==> src/hw/rtl/oqrp_pkg.sv <==
// Shared types and constants for the owner quota residency policy block.
package oqrp_pkg;

    // Default sizes handed to the top level parameters.
    localparam int TABLE_ENTRIES_DEF = 256;
    localparam int COUNT_BITS_DEF    = 32;
    localparam int OWNER_BITS_DEF    = 22;

    // Quota percent registers and the percent scale.
    localparam int PCT_BITS = 7;
    localparam logic [PCT_BITS-1:0] PCT_SCALE = PCT_BITS'(100);

    localparam int KIND_BITS    = 2;
    localparam int CFG_IDX_BITS = 3;

    typedef enum logic [KIND_BITS-1:0] {
        KIND_ACTIVATE = 2'd0,
        KIND_USED     = 2'd1,
        KIND_EVICT    = 2'd2
    } kind_t;

    typedef enum logic [CFG_IDX_BITS-1:0] {
        CFG_PRIO_OWNER   = 3'd0,
        CFG_PRIO_PCT     = 3'd1,
        CFG_LOW_OWNER    = 3'd2,
        CFG_LOW_PCT      = 3'd3,
        CFG_DEFAULT_PCT  = 3'd4
    } cfg_idx_t;

endpackage

==> src/hw/rtl/oqrp_mac.sv <==
// Shift-add multiplier that takes one multiplier bit per cycle.
module oqrp_mac #(
    parameter int MCAND_BITS = oqrp_pkg::COUNT_BITS_DEF + 1
) (
    input  logic                                    clk,
    input  logic                                    rst_n,
    input  logic                                    start,
    input  logic [MCAND_BITS-1:0]                   mcand,
    input  logic [oqrp_pkg::PCT_BITS-1:0]           mplier,
    output logic                                    done,
    output logic [MCAND_BITS+oqrp_pkg::PCT_BITS-1:0] product
);
    import oqrp_pkg::*;

    localparam int PROD_BITS = MCAND_BITS + PCT_BITS;
    localparam int STEP_BITS = $clog2(PCT_BITS);
    localparam logic [STEP_BITS-1:0] LAST_STEP = STEP_BITS'(PCT_BITS - 1);

    logic                 run_reg,    run_next;
    logic                 done_reg,   done_next;
    logic [STEP_BITS-1:0] step_reg,   step_next;
    logic [PROD_BITS-1:0] acc_reg,    acc_next;
    logic [PROD_BITS-1:0] shift_reg,  shift_next;
    logic [PCT_BITS-1:0]  mplier_reg, mplier_next;

    always_comb
    begin
        run_next    = run_reg;
        done_next   = 1'b0;
        step_next   = step_reg;
        acc_next    = acc_reg;
        shift_next  = shift_reg;
        mplier_next = mplier_reg;
        if (start)
        begin
            run_next    = 1'b1;
            step_next   = '0;
            acc_next    = '0;
            shift_next  = PROD_BITS'(mcand);
            mplier_next = mplier;
        end
        else if (run_reg)
        begin
            if (mplier_reg[0])
                acc_next = acc_reg + shift_reg;
            shift_next  = shift_reg << 1;
            mplier_next = mplier_reg >> 1;
            step_next   = step_reg + 1'b1;
            if (step_reg == LAST_STEP)
            begin
                run_next  = 1'b0;
                done_next = 1'b1;
            end
        end
    end

    always_ff @(posedge clk or negedge rst_n)
    begin
        if (!rst_n)
        begin
            run_reg  <= 1'b0;
            done_reg <= 1'b0;
            step_reg <= '0;
        end
        else
        begin
            run_reg  <= run_next;
            done_reg <= done_next;
            step_reg <= step_next;
        end
    end

    always_ff @(posedge clk)
    begin
        acc_reg    <= acc_next;
        shift_reg  <= shift_next;
        mplier_reg <= mplier_next;
    end

    assign done    = done_reg;
    assign product = acc_reg;

endmodule

==> config.mk <==
export PLATFORM = sky130hd
export DESIGN_NAME = oqrp_mac
export DESIGN_NICKNAME = d
export VERILOG_FILES = /design/src/hw/rtl/oqrp_pkg.sv /design/src/hw/rtl/oqrp_mac.sv
export SDC_FILE = /design/constraint.sdc
export NUM_CORES = 1
export LEC_CHECK = 0
export BUFFER_PORTS_ARGS = -buffer_cell sky130_fd_sc_hd__buf_2
export CORE_UTILIZATION = 60
export DETAILED_ROUTE_END_ITERATION = 8
export GPL_TIMING_DRIVEN = 0
export PLACE_DENSITY = 0.88
export SLEW_MARGIN = 25
export SYNTH_ARGS = -nofsm -noshare
export SYNTH_HDL_FRONTEND = slang
export SYNTH_SLANG_ARGS = --single-unit
==> constraint.sdc <==
create_clock -name clk -period 3.75 [get_ports clk]
set_input_delay 0 -clock clk [delete_from_list [all_inputs] [get_ports clk]]
set_output_delay 0 -clock clk [all_outputs]
set_load 0.02 [all_outputs]
==> results by group <==
STA
  • Relative slew slack: 51.1%
  • Final hold violations: 0
  • Setup TNS: 0 ns
  • Final max-slew violation count: 0
  • Tcrit/Tclk final: 81.7%
  • Worst-Margin Slew: 0.727 ns
  • RSZ-0062 raised after global routing: false
  • Post-route minimum period: 3.06 ns
  • Finish-stage setup viols: 0
  • Max Freq: 0.326 GHz
  • Setup ws final: 0.686 ns
  • Post-route clock skew: 0.0169 ns

Clock tree
  • Root Buffer: clkbuf_8
  • Clock Sinks: 92
  • CTS tree: built
  • H-tree lvl count: 3
  • Clk slew on worst S/H paths: 0.10 ns
  • Clk_lat worst skew: 0.37 ns
  • Inserted Clock Buffers: 9
  • Longest Clk Path Bufs: 2
  • Post-CTS setup buffers: 0
  • Post-cts sizing count: 0

Power
  • PwrDens: 508 nW/um2
  • Switch share: 39.0%
  • Flop pwr share: 36.6%
  • Clk pwr share: 20.9%
  • Pint: 2.18 mW
  • Leakage: 3.24 nW
  • Maximum VDD drop: 0.391 mV
  • Comb pwr share: 42.6%
  • Switching power: 1.40 mW

Setup path
  • CP Data Arrival Time: 3.30 ns
  • Req. time, crit path: 3.99 ns
  • Critical path fanouts, max: 5
  • Register-to-register setup slack: 0.69 ns
  • Critical R2R Launch: shift_reg[0]$_SDFFCE_PN0P_
  • Worst Setup SP: shift_reg[0]$_SDFFCE_PN0P_
  • Setup crit end kind: register
  • CP Launch Type: register
  • Crit path kind: register to register

Layout
  • Register area: 2270 um2
  • Share of layout cells above drive strength 1: 21.6%
  • Antenna diodes: 0
  • Layout area overhead: 21.1%
  • Filler cells: 643
  • Nets: 831
  • Commonest non-fill, non-tap cell in the layout: nand2_1
  • Area of the multi-input gates: 3370 um2
  • Most frequent cells in the layout: nand2_1 (84), buf_2 (83), a21oi_1 (59)
  • Design area: 7060 um2

Placement
  • Cell area after placement: 6400 um2
  • IO buf count: 82
  • Place WS: 0.801 ns
  • HPWL Detailed: 11100 um
  • Final GP Congestion: 0.936

Detailed routing
  • Vias/cell: 6.04
  • DR pass1 iterations: 5
  • Post-route ant nets: 0
  • Routed WL: 15700 um
  • Drt drc: 0
  • Routed length per instance: 17.8 um
  • Vias: 5319
  • 1st-iter DRT viols: 387

Hold path
  • Worst Hold Launch: start
  • Hold Path Class: input port to register

Global routing
  • GRT Util Overall: 32.1%
  • Vias in the first global route: 5171
  • Total congestion overflow: 0
  • First-pass GRT wire length: 25300 um
  • Maximum number of pins on one net before global-route repair: 41
  • Initial antenna violation count: 0

Logic synthesis
  • Gate count of the mapped netlist: 610
  • Synth Area per Inst: 9.55 um2
  • Sequential area share after synthesis: 38.9%
  • Asr flop ratio synth: 5.43%
  • Yosys warns: 0
  • Synthesized Nets: 695
  • Flops & latches, synth: 92
  • Post-synth top flop: dfxtp_1
  • EDFF count, synth: 40
  • Mapped Area: 5830 um2
  • Post-synth cell types: 67

Run
  • Max cap viols: 0

Run status
  • Status: finished clean

Floorplan
  • Total core area: 9330 um2
  • Die Area: 10100 um2
  • Num ports: 84
  • Die H: 101 um
  • Initial core utilization: 62.5%
  • Cell row count: 35
  • Die W: 101 um
[logic make-up (layout without fill, tap and decap cells)]
group	after synthesis	in the layout	share of synthesized area, %
AOI/OAI and AO/OA	182	182	21.7
adders and majority gates	42	42	9.15
buffers and inverters	39	180	3.28
DFF	92	92	38.9
and+or+nand+nor	180	180	13.8
xor gates and xnor gates	28	28	4.21
muxes	47	47	8.89
[metrics by stage]
step	util [%]	hold WS, ns	instances	power (mW)
finish	75.6	0.299	880	3.58
global route	75.6	0.370	880	3.77
CTS	75.4	0.291	879	3.54
detailed placement	68.6	-0.181	821	2.76
global placement	68.6	-0.186	821	2.71
floorplan	-	-0.296	610	2.39
[what timing repair did]
| item | CTS | global route |
|---|---|---|
| setup endpoints to repair | 0 | 0 |
| endpoints found under the hold margin | 45 | 0 |
| hold buffers | 42 | 0 |
[synthesized netlist by cell type, types with 5 or more instances]
| cell type | instances | area share [%] |
|---|---|---|
| clkbuf_1 | 20 | 1.3 |
| edfxtp_1 | 40 | 21 |
| nor2_1 | 36 | 2.3 |
| o31ai_1 | 5 | 0.64 |
| nand2_1 | 84 | 5.4 |
| dfrtp_1 | 5 | 2.1 |
| a21oi_1 | 59 | 5.1 |
| inv_1 | 9 | 0.58 |
| xnor2_1 | 14 | 2.1 |
| a211oi_1 | 6 | 0.77 |
| nand3_1 | 15 | 1.3 |
| o211ai_1 | 11 | 1.4 |
| and3_1 | 8 | 0.86 |
| mux2_2 | 38 | 7.3 |
| o21ai_0 | 23 | 2.0 |
| nor3_1 | 10 | 0.86 |
| and2_1 | 6 | 0.64 |
| dfxtp_1 | 47 | 16 |
| ha_1 | 41 | 8.8 |
| o21bai_1 | 5 | 0.64 |
| mux2i_1 | 9 | 1.5 |
| o21a_1 | 5 | 0.64 |
| a21o_1 | 29 | 3.7 |
| xor2_1 | 14 | 2.1 |
[layer usage]
layer  GRT usage (%)  vias to the layer above  routed length [um]
met3            5.34                       28                 942
met4            9.59                        0                 293
met5               0                        -                   0
met1            42.2                     2545                6890
li1                -                     2524                   -
met2            54.4                      222                7530
[area by class of cell]
cell class	instances	area share [%]
buffer	30	2.23
multi-input combinational	479	47.8
inverter	9	0.479
clock inverter	6	1.24
timing repair buffer	125	12.1
clock buffer	10	1.81
sequential	92	32.1
tap	129	2.29
[final timing paths]
kind	to	depth (start not counted)
max	product[26]$_SDFFE_PP0P_	10
min	product[35]$_SDFFE_PP0P_	4
max reg2reg	product[26]$_SDFFE_PP0P_	10
min reg2reg	product[6]$_SDFFE_PP0P_	2
max in group asynchronous	run_reg$_DFF_PN0_	3
min in group asynchronous	step_reg[2]$_DFFE_PN0P_	3
[power groups by stage]
| stage | registers [mW] | clock network, mW | logic (mW) |
|---|---|---|---|
| finish | 1.31 | 0.747 | 1.52 |
| floorplan | 1.40 | 0 | 0.986 |
| CTS | 1.30 | 0.750 | 1.49 |
| global route | 1.32 | 0.785 | 1.66 |
| global placement | 1.32 | 0 | 1.39 |
| detailed placement | 1.33 | 0 | 1.43 |
[worst max-delay path, stage by stage, from the launching register on]
cell and delay [ns]:
edfxtp_1 0.40, ha_1 0.24, fa_1 0.44, a211oi_1 0.37, o211a_1 0.22, nor2_1 0.09
o211ai_1 0.32, nand3b_1 0.22, a41oi_1 0.36, xor2_1 0.18, o21ai_0 0.09
Power figures use the tool's default switching activity.
